--- config.mk ---
export PLATFORM = sky130hd
export DESIGN_NAME = rhc_div_pipe
export DESIGN_NICKNAME = d
export VERILOG_FILES = /design/src/sv/rhc_pkg.sv /design/src/sv/rhc_div_pipe.sv
export SDC_FILE = /design/constraint.sdc
export NUM_CORES = 1
export LEC_CHECK = 0
export BUFFER_PORTS_ARGS = -buffer_cell sky130_fd_sc_hd__buf_4
export CORE_AREA = 10 10 196 198
export CTS_CLUSTER_DIAMETER = 50
export CTS_CLUSTER_SIZE = 8
export DETAILED_ROUTE_END_ITERATION = 10
export DIE_AREA = 0 0 206 208
export PLACE_DENSITY = 0.74
export SYNTH_ARGS = -nofsm -noshare
export SYNTH_HDL_FRONTEND = slang
export SYNTH_SLANG_ARGS = --single-unit
--- constraint.sdc ---
create_clock -name clk -period 12.4 [get_ports clk]
set_input_delay 3.1 -clock clk [delete_from_list [all_inputs] [get_ports clk]]
set_output_delay 3.1 -clock clk [all_outputs]
set_load 0.05 [all_outputs]
--- src/sv/rhc_pkg.sv ---
// Package for the RGB to HSV converter: field widths, payload and tag types,
// sector codes and the hue constants. Depends on nothing.
package rhc_pkg;

	localparam int CH_W          = 8;
	localparam int HUE_W         = 15;
	localparam int DIV_STEP_BITS = 4;

	localparam int DEG_PER_SECTOR = 60;
	localparam int OFFSET_GREEN   = 120;
	localparam int OFFSET_BLUE    = 240;
	localparam int FULL_TURN      = 360;
	localparam int SAT_SCALE      = 255;

	typedef enum logic [1:0] {
		SECT_RED,
		SECT_GREEN,
		SECT_BLUE
	} sector_t;

	typedef struct packed {
		logic [CH_W-1:0] red;
		logic [CH_W-1:0] green;
		logic [CH_W-1:0] blue;
	} rgb_t;

	typedef struct packed {
		logic [HUE_W-1:0] hue;
		logic [CH_W-1:0]  sat;
		logic [CH_W-1:0]  val;
	} hsv_t;

	// side information that rides along with the divider
	typedef struct packed {
		sector_t         sector;
		logic            neg;
		logic            gray;
		logic [CH_W-1:0] val;
	} hsv_tag_t;

endpackage

--- src/sv/rhc_div_pipe.sv ---
// Pipelined restoring divider, several lanes in lockstep, with a tag that
// travels alongside. Uses rhc_pkg for the number of quotient bits per stage.
module rhc_div_pipe
	import rhc_pkg::*;
#(
	parameter int LANES = 2,
	parameter int NUM_W = 21,
	parameter int DEN_W = 9,
	parameter int Q_W   = 12,
	parameter int TAG_W = 12
) (
	input  logic                        clk,
	input  logic                        arst_n,
	input  logic                        in_valid,
	output logic                        in_ready,
	input  logic [LANES-1:0][NUM_W-1:0] num,
	input  logic [LANES-1:0][DEN_W-1:0] den,
	input  logic [TAG_W-1:0]            in_tag,
	output logic                        out_valid,
	input  logic                        out_ready,
	output logic [LANES-1:0][Q_W-1:0]   quo,
	output logic [TAG_W-1:0]            out_tag
);

	localparam int NS = (Q_W + DIV_STEP_BITS - 1) / DIV_STEP_BITS;

	logic [NS:0]   vld_s;
	logic [NS+1:0] rdy;

	logic [LANES-1:0][DEN_W-1:0] rem_s [NS+1];
	logic [LANES-1:0][Q_W-1:0]   nlo_s [NS+1];
	logic [LANES-1:0][Q_W-1:0]   quo_s [NS+1];
	logic [LANES-1:0][DEN_W-1:0] den_s [NS+1];
	logic [TAG_W-1:0]            tag_s [NS+1];

	logic [LANES-1:0][DEN_W-1:0] rem_n [1:NS];
	logic [LANES-1:0][Q_W-1:0]   nlo_n [1:NS];
	logic [LANES-1:0][Q_W-1:0]   quo_n [1:NS];

	// a stage may load when it is empty or its word moves on
	always_comb begin
		rdy[NS+1] = out_ready;
		for (int j = NS; j >= 0; j--) begin
			rdy[j] = !vld_s[j] || rdy[j+1];
		end
	end

	assign in_ready  = rdy[0];
	assign out_valid = vld_s[NS];
	assign quo       = quo_s[NS];
	assign out_tag   = tag_s[NS];

	for (genvar j = 1; j <= NS; j++) begin : g_stage
		for (genvar l = 0; l < LANES; l++) begin : g_lane
			logic [DEN_W-1:0] rem_c;
			logic [Q_W-1:0]   nlo_c;
			logic [Q_W-1:0]   quo_c;

			always_comb begin
				logic [DEN_W:0] trial;
				trial = '0;
				rem_c = rem_s[j-1][l];
				nlo_c = nlo_s[j-1][l];
				quo_c = quo_s[j-1][l];
				for (int s = 0; s < DIV_STEP_BITS; s++) begin
					if ((j - 1) * DIV_STEP_BITS + s < Q_W) begin
						trial = {rem_c, nlo_c[Q_W-1]};
						if (trial >= {1'b0, den_s[j-1][l]}) begin
							rem_c = DEN_W'(trial - {1'b0, den_s[j-1][l]});
							quo_c = {quo_c[Q_W-2:0], 1'b1};
						end else begin
							rem_c = trial[DEN_W-1:0];
							quo_c = {quo_c[Q_W-2:0], 1'b0};
						end
						nlo_c = {nlo_c[Q_W-2:0], 1'b0};
					end
				end
			end

			assign rem_n[j][l] = rem_c;
			assign nlo_n[j][l] = nlo_c;
			assign quo_n[j][l] = quo_c;
		end
	end

	always_ff @(posedge clk or negedge arst_n) begin
		if (!arst_n) begin
			vld_s <= '0;
		end else begin
			if (rdy[0]) begin
				vld_s[0] <= in_valid;
			end
			for (int j = 1; j <= NS; j++) begin
				if (rdy[j]) begin
					vld_s[j] <= vld_s[j-1];
				end
			end
		end
	end

	always_ff @(posedge clk) begin
		if (rdy[0] && in_valid) begin
			for (int l = 0; l < LANES; l++) begin
				// upper dividend bits start as the partial remainder
				rem_s[0][l] <= DEN_W'(num[l] >> Q_W);
				nlo_s[0][l] <= num[l][Q_W-1:0];
				quo_s[0][l] <= '0;
			end
			den_s[0] <= den;
			tag_s[0] <= in_tag;
		end
		for (int j = 1; j <= NS; j++) begin
			if (rdy[j] && vld_s[j-1]) begin
				rem_s[j] <= rem_n[j];
				nlo_s[j] <= nlo_n[j];
				quo_s[j] <= quo_n[j];
				den_s[j] <= den_s[j-1];
				tag_s[j] <= tag_s[j-1];
			end
		end
	end

`ifndef SYNTHESIS
	for (genvar j = 0; j <= NS; j++) begin : g_chk
		for (genvar l = 0; l < LANES; l++) begin : g_chk_lane
			a_rem_below_den: assert property (@(posedge clk) disable iff (!arst_n)
				vld_s[j] && den_s[j][l] != '0 |-> rem_s[j][l] < den_s[j][l])
				else $error("partial remainder not below divisor");
		end
		if (j < NS) begin : g_hold
			a_stage_holds: assert property (@(posedge clk) disable iff (!arst_n)
				vld_s[j] && !rdy[j+1] |=> vld_s[j])
				else $error("stalled divider word dropped");
		end
	end

	a_full_when_blocked: assert property (@(posedge clk) disable iff (!arst_n)
		!in_ready |-> &vld_s)
		else $error("divider refuses input with a free stage");
`endif

endmodule

==> flow_summary_export.csv, run 1 <==
group,metric,value,unit
run_status,status,"completed",
timing,setup_viol,0,
clock_network,numCtsBuffers,43,
clock_network,path_clk_slew,0.05,ns
synth,synth_warnings,0,
clock_network,post-cts-setup-buffers,0,
place,port_buffers,113,
drt,drtIter0Drc,863,
drt,routed_wl,45.0,mm
cells_and_area,syn_to_final_growth,14.5,%
clock_network,cts_tree,"done",
timing,final_max_slew_viol_count,0,
worst_setup_path,start_kind,"flip-flop",
synth,synth.mux.area_fraction,8.07,%
drt,wl_per_cell,19.4,µm
synth,ys_types,76,
synth,async_flop_share,1.56,%
timing,tns,0,ns
cells_and_area,n_antenna_cell,0,
synth,synth-compound-area-share,14.7,%
cells_and_area,fin_area,0.0213,mm²
grt,grt_pass1_wl,71.8,mm
synth,yosys.area_share.adder,16.9,%
drt,drc_errors,0,
worst_setup_path,setup.worst_path.end_class,"flip-flop",
timing,rsz0062_at_grt,"no",
worst_setup_path,reg2reg_depth,37,
place,dpl-instance-area,0.0201,mm²
synth,syn_inst,1697,
worst_setup_path,required,12.65,ns
synth,ys_seq_area_share,41.1,%
worst_setup_path,crit_type,"reg -> reg",
clock_network,clock_latency,0.55,ns
clock_network,cts_buffer_depth,3,
timing,fin_worst_skew,0.0222,ns
worst_setup_path,cp.arrival,10.76,ns
drt,firstDrtPassIters,5,
min_path,hold_depth,0,
clock_network,htree_levels,2,
synth,synthSimpleGateAreaFrac,9.88,%
timing,fin_crit_sh,84.8,%
timing,max_freq,95.1,MHz
die,start_util,54.2,%
timing,finalCriticalPeriod,10.51,ns
cells_and_area,fillerInstances,2770,
worst_setup_path,critPathMaxStageDelay,0.50,ns
grt,overflow,0,
clock_network,postCtsHoldBufs,0,
cells_and_area,instances_no_fill,2323,
timing,maxSlewHeadroom,25.7,%
grt,grt_pass1_vias,13700,
clock_network,clockRootBuffer,"clkbuf_16",
cells_and_area,post-route-util,62.1,%
grt,grt_max_degree,73,
die,dieWidth,206,µm
min_path,hp-class,"reg -> reg",
grt,grt_antenna_before_repair,0,
cells_and_area,drive_above_1_share,16.8,%
place,dp_cells,2258,
die,io_pins,114,
synth,syn_area,0.0186,mm²
synth,syn-num-nets,2011,
drt,vias,13600,
worst_setup_path,cp_max_fo,21,
synth,synth-edff-count,252,
synth,synth_top_family_by_area,"adder cells",
synth,ys_seq_elements,256,
drt,vias_per_cell,5.84,
synth,ys.flop_type,"edfxtp_1",
clock_network,cts.sinks,256,
place,gp_congestion,0.967,
die,die_area,0.0428,mm²
cells_and_area,fin_nets,2162,
timing,hold_violations,0,
run,maxCapViolCount,0,
grt,grt_use_total,20.9,%
drt,ant_nets,0,
clock_network,post_cts_resize_count,0,
synth,synth-xor-area-share,6.06,%
place,dp.final_hpwl,34.4,mm
die,num_rows,68,
die,die_height,208,µm
timing,tightest_slew,1.11,ns
worst_setup_path,crit_top_cell,"a21oi_1",
worst_setup_path,crit_slowest_cell,"a21boi_0",
synth,avgSynthCellArea,11.0,µm²
die,core_area,0.0344,mm²
[layer usage]
| layer | track usage (%) | vias to the layer above | routed length (µm) |
|---|---|---|---|
| met1 | 27.6 | 6440 | 20100 |
| li1 | - | 6650 | - |
| met5 | 0 | - | 0 |
| met2 | 33.2 | 379 | 20700 |
| met3 | 4.44 | 92 | 2950 |
| met4 | 6.85 | 0 | 1280 |
[metrics by stage]
| step | hold slack, ns | setup slack [ns] |
|---|---|---|
| 6_report | 0.408 | 1.89 |
| 5_1_grt | 0.414 | 0.987 |
| 4_1_cts | 0.407 | 2.01 |
| 3_5_place_dp | 0.405 | 2.08 |
| 3_3_place_gp | 0.402 | 2.21 |
| 2_1_floorplan | 0.400 | 3.77 |
[path summary, 6_finish.rpt]
| path | from | to | slack, ns |
|---|---|---|---|
| worst min-delay path | nlo_s[1][16]$_DFFE_PP_ | nlo_s[2][20]$_DFFE_PP_ | 0.41 |
| min in group asynchronous | arst_n | vld_s[2]$_DFFE_PN0P_ | 2.35 |
| max in group asynchronous | arst_n | vld_s[1]$_DFFE_PN0P_ | 9.95 |
| worst max register to register | den_s[1][10]$_DFFE_PP_ | rem_s[2][17]$_DFFE_PP_ | 1.89 |
| worst min register to register | nlo_s[1][16]$_DFFE_PP_ | nlo_s[2][20]$_DFFE_PP_ | 0.41 |
| worst max-delay path | den_s[1][10]$_DFFE_PP_ | rem_s[2][17]$_DFFE_PP_ | 1.89 |
[synth_stat cells, drive strengths merged (30+ instances only)]
| library cell | instances | area, µm² |
|---|---|---|
| a21oi | 107 | 543 |
| nor2 | 102 | 383 |
| xor2 | 48 | 420 |
| edfxtp | 252 | 7570 |
| nand4 | 30 | 188 |
| nand3 | 30 | 150 |
| o21ai | 64 | 320 |
| ha | 216 | 2700 |
| mux2i | 34 | 357 |
| xnor2 | 81 | 709 |
| nand2 | 68 | 255 |
| inv | 145 | 544 |
| nor2b | 35 | 219 |
| mux2 | 102 | 1150 |
| a21o | 66 | 495 |
[sequential cells by signal, summed over array words and instances (netlist names)]
signal  flops
nlo_s      48
quo_s      48
rem_s      54
vld_s       4
den_s      54
tag_s      48
[layout make-up]
cell class              count  area (µm²)  area share, %
clock buffers              54        1160           5.43
clock inverters            11         118          0.551
inverters                 150         563           2.64
multi-input cells        1278       10400           48.6
flip-flops and latches    256        7670           35.9
well taps                 455         569           2.67
repair buffers            119         893           4.19
[cells by family after synthesis]
| group | after synthesis |
|---|---|
| compound gates | 409 |
| simple gates | 366 |
| flops | 256 |
| fa+ha+maj | 238 |
| buf+inv | 163 |
| mux | 136 |
| xor+xnor | 129 |
[cells in the final DEF (no fill, tap or decap), types with 48 or more instances in the layout]
cell	n
edfxtp_1	252
ha_1	216
inv_1	143
buf_4	119
a21oi_1	105
nor2_1	102
mux2_2	102
xnor2_1	81
nand2_1	68
a21o_1	66
o21ai_0	64
xor2_1	48
[critical path: cells and delay by family, from the launching register on]
| family | cells | cell delay [ns] |
|---|---|---|
| and+or+nand+nor | 6 | 1.05 |
| DFF | 1 | 0.44 |
| AOI/OAI and AO/OA | 18 | 4.33 |
| adders and majority gates | 4 | 1.66 |
| buffers and inverters | 6 | 1.48 |
| muxes | 3 | 1.24 |
Power of run 1 is left out: the tool's default activity adds up to more than one toggle a clock period on the data nets, which glitch-free logic cannot reach.
==> inputs of run 2 (changes only) <==
--- a/config.mk
+++ b/config.mk
@@ -5,13 +5,14 @@
 export SDC_FILE = /design/constraint.sdc
 export NUM_CORES = 1
 export LEC_CHECK = 0
+export ABC_AREA = 1
 export BUFFER_PORTS_ARGS = -buffer_cell sky130_fd_sc_hd__buf_4
-export CORE_AREA = 10 10 196 198
+export CORE_AREA = 10 10 199 201
 export CTS_CLUSTER_DIAMETER = 50
 export CTS_CLUSTER_SIZE = 8
 export DETAILED_ROUTE_END_ITERATION = 10
-export DIE_AREA = 0 0 206 208
-export PLACE_DENSITY = 0.74
+export DIE_AREA = 0 0 209 211
+export PLACE_DENSITY = 0.75
 export SYNTH_ARGS = -nofsm -noshare
 export SYNTH_HDL_FRONTEND = slang
 export SYNTH_SLANG_ARGS = --single-unit
==> constraint.sdc (replaced) <==
create_clock -name clk -period 11 [get_ports clk]
set_input_delay 2.75 -clock clk [delete_from_list [all_inputs] [get_ports clk]]
set_output_delay 2.75 -clock clk [all_outputs]
set_load 0.05 [all_outputs]
==> run 2 against run 1 <==
Register-to-register slack improved by 1.1 ns. Die area increased by 2.9%. Non-clock buffer count fell by 2. Synthesized cell count up 31%. Sequential share of layout area shrank 1.0 points. Fmax is 31% higher.
==> flow_summary_export.csv, run 2 <==
group,metric,value,unit
drt,vias,15500,
synth,async_flop_share,1.56,%
die,io_pins,114,
worst_setup_path,cp_max_fo,16,
grt,grt_antenna_before_repair,0,
die,die_height,211,µm
worst_setup_path,crit_top_cell,"nand2_1",
clock_network,cts_tree,"done",
synth,syn_inst,2217,
worst_setup_path,reg2reg_depth,39,
grt,grt_pass1_wl,78.4,mm
min_path,hold_depth,0,
die,die_area,0.0441,mm²
timing,finalCriticalPeriod,8.04,ns
timing,maxSlewHeadroom,30.4,%
worst_setup_path,required,11.42,ns
worst_setup_path,r2r-end,"rem_s[1][7]$_DFFE_PP_",
timing,tightest_slew,1.04,ns
grt,grt_max_degree,73,
grt,grt_use_total,21.8,%
worst_setup_path,rrSetupSlack,2.96,ns
worst_setup_path,r2r_start,"den_s[0][0]$_DFFE_PP_",
timing,fin_worst_skew,0.0185,ns
synth,avgSynthCellArea,8.73,µm²
synth,ys_seq_area_share,39.6,%
clock_network,postCtsHoldBufs,0,
cells_and_area,drive_above_1_share,10.8,%
synth,synth.area.top_cells,"edfxtp_1 (39%), ha_1 (14%), nand2_1 (11%), inv_1 (5.7%), xor2_1 (3.7%)",
synth,ys_types,50,
worst_setup_path,setup.worst_path.end_class,"flip-flop",
cells_and_area,mostFrequentLayoutCells,"nand2_1 (585), inv_1 (294), edfxtp_1 (252)",
min_path,hold-path-endpoint,"tag_s[3][11]$_DFFE_PP_",
synth,ys.flop_type,"edfxtp_1",
cells_and_area,n_antenna_cell,0,
clock_network,clockRootBuffer,"clkbuf_16",
timing,hold_violations,0,
drt,ant_nets,0,
grt,grt_pass1_vias,15600,
drt,wl_per_cell,16.8,µm
clock_network,path_clk_slew,0.05,ns
synth,synth_common_cells,"nand2_1 (585), inv_1 (296), edfxtp_1 (252)",
run_status,status,"completed",
clock_network,post-cts-setup-buffers,0,
clock_network,cts.sinks,256,
clock_network,clock_latency,0.56,ns
synth,yosys.area.top_type_share,39.1,%
die,start_util,54.7,%
timing,fin_crit_sh,73.1,%
clock_network,post_cts_resize_count,0,
min_path,hp-class,"reg -> reg",
cells_and_area,final_common_cell,"nand2_1",
place,gp_congestion,0.954,
run,maxCapViolCount,0,
timing,rsz0062_at_grt,"no",
drt,drtIter0Drc,1041,
worst_setup_path,crit_type,"reg -> reg",
drt,drc_errors,0,
die,core_area,0.0354,mm²
die,dieWidth,209,µm
synth,syn_area,0.0194,mm²
synth,yosys.area.top_type,"edfxtp_1",
worst_setup_path,start_kind,"flip-flop",
synth,yosysMostFrequentCell,"nand2_1",
cells_and_area,fin_nets,2675,
cells_and_area,top_regs,"den_s x54, rem_s x54",
synth,ys_seq_elements,256,
worst_setup_path,cp.arrival,8.46,ns
clock_network,cts_buffer_depth,3,
place,dp.final_hpwl,37.4,mm
cells_and_area,post-route-util,62.0,%
worst_setup_path,crit_slowest_cell,"edfxtp_1",
clock_network,htree_levels,2,
clock_network,numCtsBuffers,43,
cells_and_area,syn_to_final_growth,13.4,%
min_path,hold_start,"tag_s[2][11]$_DFFE_PP_",
drt,routed_wl,47.9,mm
worst_setup_path,critPathMaxStageDelay,0.47,ns
synth,syn-num-nets,2531,
synth,synth_warnings,0,
timing,setup_viol,0,
timing,tns,0,ns
place,port_buffers,113,
timing,final_max_slew_viol_count,0,
die,num_rows,69,
drt,vias_per_cell,5.44,
synth,synth-edff-count,252,
timing,max_freq,124,MHz
drt,firstDrtPassIters,5,
grt,overflow,0,
run 2: cell types whose count changed after synthesis, sizes merged, moves of 22 or more:
cell    before  now
mux2       102    0
a21o        66   14
a211oi      23    1
mux2i       34    0
nand3       30  145
xor2        48   82
o21ai       64  131
inv        145  299
nor2b       35    0
nand2       68  603
a21oi      107  144
xnor2       81   56
run 2: cell type report:
class | count | area [µm²]
multi-input combinational | 1644 | 10500
clock inverter | 15 | 119
sequential | 256 | 7670
clock buffer | 53 | 1140
fill | 3049 | 13400
inverter | 299 | 1120
tap | 461 | 577
timing repair buffer | 117 | 878
run 2: per-stage QoR:
stage	cells	hold WS [ns]	setup WS, ns	instance area [µm²]
after floorplan	2217	0.400	4.36	19400
after global placement	2777	0.401	3.06	20700
after detailed placement	2777	0.405	3.01	20700
after CTS	2845	0.414	2.98	22000
after global routing	2845	0.417	2.17	22000
final	2845	0.411	2.96	22000
run 2: routing by layer:
metal	track usage, %	share of wire, %	up-vias
met5	0	0	-
met4	7.86	2.8	0
met3	3.59	5.3	91
met2	36.8	47	393
met1	27.6	45	7168
li1	-	-	7815
run 2: kinds of logic (layout without fill, tap and decap cells):
kind of cell	count (synthesis)	count (layout)	synth area share, %
flip-flops	256	256	39.6
buffers and inverters	317	484	6.51
AND/OR/NAND/NOR	922	922	21.0
XOR/XNOR	138	138	6.24
adder cells (fa/ha/maj)	238	238	16.2
AO/OA/AOI/OAI	346	346	10.4
run 2: how the worst max path moves through the flow:
stage	slack, ns	startpoint	cells past startpoint	to
detailed placement	3.01	den_s[0][0]$_DFFE_PP_	39	rem_s[1][7]$_DFFE_PP_
floorplan	4.36	out_ready	8	den_s[0][0]$_DFFE_PP_
finish	2.96	den_s[0][0]$_DFFE_PP_	39	rem_s[1][7]$_DFFE_PP_
CTS	2.98	den_s[0][0]$_DFFE_PP_	39	rem_s[1][7]$_DFFE_PP_
global placement	3.06	den_s[0][0]$_DFFE_PP_	39	rem_s[1][7]$_DFFE_PP_
global route	2.17	den_s[1][0]$_DFFE_PP_	38	rem_s[2][7]$_DFFE_PP_
run 2: worst max-delay path: cells and delay by family, from the launching register on:
family,cells,cell delay [ns]
AND/OR/NAND/NOR,20,2.72
AO/OA/AOI/OAI,12,2.59
adder cells (fa/ha/maj),5,1.84
flip-flops,1,0.47
buffers and inverters,2,0.26
Power of run 2 is left out for the same reason.
==> inputs of run 3 (changes only) <==
==> constraint.sdc (replaced) <==
create_clock -name clk -period 7.75 [get_ports clk]
set_input_delay 1.9375 -clock clk [delete_from_list [all_inputs] [get_ports clk]]
set_output_delay 1.9375 -clock clk [all_outputs]
set_load 0.05 [all_outputs]
==> run 3 against run 2 <==
Non-clock buffer count rose by 45. Critical endpoint is now rem_s[2][1]$_DFFE_PP_. Critical path depth did not move. Setup slack got worse by 2.4 ns. Final cell count rose by 1.5%. Count of clock-buffer cells in the layout did not move. Wire length rose by 1.5%. Clock skew rose by 0.0011 ns. Utilization rose by 1.1 points.
==> flow_summary_export.csv, run 3 (synthesis results as in run 2) <==
group,metric,value,unit
place,gp_congestion,0.939,
worst_setup_path,critPathMaxStageDelay,0.47,ns
cells_and_area,fin_nets,2722,
cells_and_area,fillerInstances,2969,
timing,finalCriticalPeriod,7.22,ns
timing,tightest_slew,1.02,ns
clock_network,clock_latency,0.55,ns
timing,setup_viol,0,
worst_setup_path,setup.worst_path.end_class,"flip-flop",
worst_setup_path,cp_max_fo,18,
drt,vias,15800,
timing,maxSlewHeadroom,31.8,%
drt,drc_errors,0,
run_status,status,"completed",
die,die_height,211,µm
cells_and_area,seq_area,0.00767,mm²
die,die_area,0.0441,mm²
min_path,hp-class,"reg -> reg",
cells_and_area,drive_above_1_share,13.1,%
worst_setup_path,start_kind,"flip-flop",
clock_network,path_clk_slew,0.05,ns
clock_network,clockRootBuffer,"clkbuf_16",
drt,ant_nets,0,
timing,fin_crit_sh,93.1,%
die,num_rows,69,
timing,hold_violations,0,
grt,overflow,0,
cells_and_area,final_common_cell,"nand2_1",
timing,fin_worst_skew,0.0196,ns
die,dieWidth,209,µm
place,dp.final_hpwl,37.2,mm
die,io_pins,114,
drt,firstDrtPassIters,5,
worst_setup_path,crit_type,"reg -> reg",
grt,grt_max_degree,73,
cells_and_area,multi_input_area,0.0106,mm²
worst_setup_path,crit_slowest_cell,"edfxtp_1",
drt,drtIter0Drc,991,
cells_and_area,top_regs,"den_s x54, rem_s x54",
die,core_area,0.0354,mm²
cells_and_area,n_antenna_cell,0,
clock_network,cts.sinks,256,
grt,grt_use_total,21.5,%
worst_setup_path,required,8.15,ns
grt,grt_pass1_wl,78.2,mm
drt,wl_per_cell,16.8,µm
die,start_util,54.7,%
clock_network,cts_tree,"done",
place,port_buffers,113,
clock_network,postCtsHoldBufs,0,
clock_network,cts_buffer_depth,3,
timing,final_max_slew_viol_count,0,
run,maxCapViolCount,0,
drt,routed_wl,48.6,mm
worst_setup_path,rrSetupSlack,0.53,ns
grt,grt_antenna_before_repair,0,
cells_and_area,syn_to_final_growth,15.4,%
cells_and_area,post-route-util,63.1,%
clock_network,htree_levels,2,
grt,grt_pass1_vias,15600,
timing,tns,0,ns
worst_setup_path,cp.arrival,7.62,ns
timing,max_freq,139,MHz
drt,vias_per_cell,5.48,
cells_and_area,mostFrequentLayoutCells,"nand2_1 (585), inv_1 (292), edfxtp_1 (252)",
clock_network,numCtsBuffers,41,
worst_setup_path,crit_top_cell,"nand2_1",
[run 3: area by class of cell]
| class | count | share of cell area [%] |
|---|---|---|
| clock inverter | 8 | 0.230 |
| sequential | 256 | 34.3 |
| multi-input combinational | 1648 | 47.3 |
| timing repair buffer | 162 | 5.44 |
| inverter | 299 | 5.08 |
| tap | 461 | 2.58 |
| clock buffer | 53 | 5.03 |
[run 3: final timing paths]
kind / startpoint / endpoint / cells after the start
worst max-delay path: den_s[1][0]$_DFFE_PP_ / rem_s[2][1]$_DFFE_PP_ / 39
worst min-delay path: quo_s[1][0]$_DFFE_PP_ / quo_s[2][4]$_DFFE_PP_ / 0
worst max register to register: den_s[1][0]$_DFFE_PP_ / rem_s[2][1]$_DFFE_PP_ / 39
worst min register to register: quo_s[1][0]$_DFFE_PP_ / quo_s[2][4]$_DFFE_PP_ / 0
max in group asynchronous: arst_n / vld_s[0]$_DFFE_PN0N_ / 1
min in group asynchronous: arst_n / vld_s[3]$_DFFE_PN0P_ / 1
[run 3: per-layer routing]
layer | GRT usage (%) | wire (µm) | vias to the layer above
met5 | 0 | 0 | -
li1 | - | - | 7893
met3 | 3.56 | 3060 | 123
met4 | 8.66 | 1650 | 0
met2 | 36.7 | 23000 | 480
met1 | 26.8 | 20900 | 7325
[run 3: critical path, delay by kind of cell, from the launching register on]
kind	cells	cell delay (ns)
AOI/OAI and AO/OA	11	2.15
adders and majority gates	5	1.73
buffers and inverters	3	0.34
DFF	1	0.47
and+or+nand+nor	20	2.36
[run 3: what timing repair did]
action                     in CTS  in global routing
setup endpoints to repair       0                 41
buffers inserted                0                 35
hold endpoints to repair        0                  0
gates resized for setup         0                 35
[run 3: metrics by stage]
| stage | setup WS [ns] | cells | hold WS, ns | cell area, µm² |
|---|---|---|---|---|
| floorplan | 1.25 | 2217 | 0.400 | 19400 |
| global route | -0.0473 | 2887 | 0.411 | 22400 |
| global placement | 0.319 | 2787 | 0.402 | 20800 |
| CTS | 0.0397 | 2848 | 0.399 | 21900 |
| detailed placement | 0.114 | 2787 | 0.405 | 20800 |
| finish | 0.533 | 2887 | 0.404 | 22400 |
Power of run 3 is left out for the same reason.
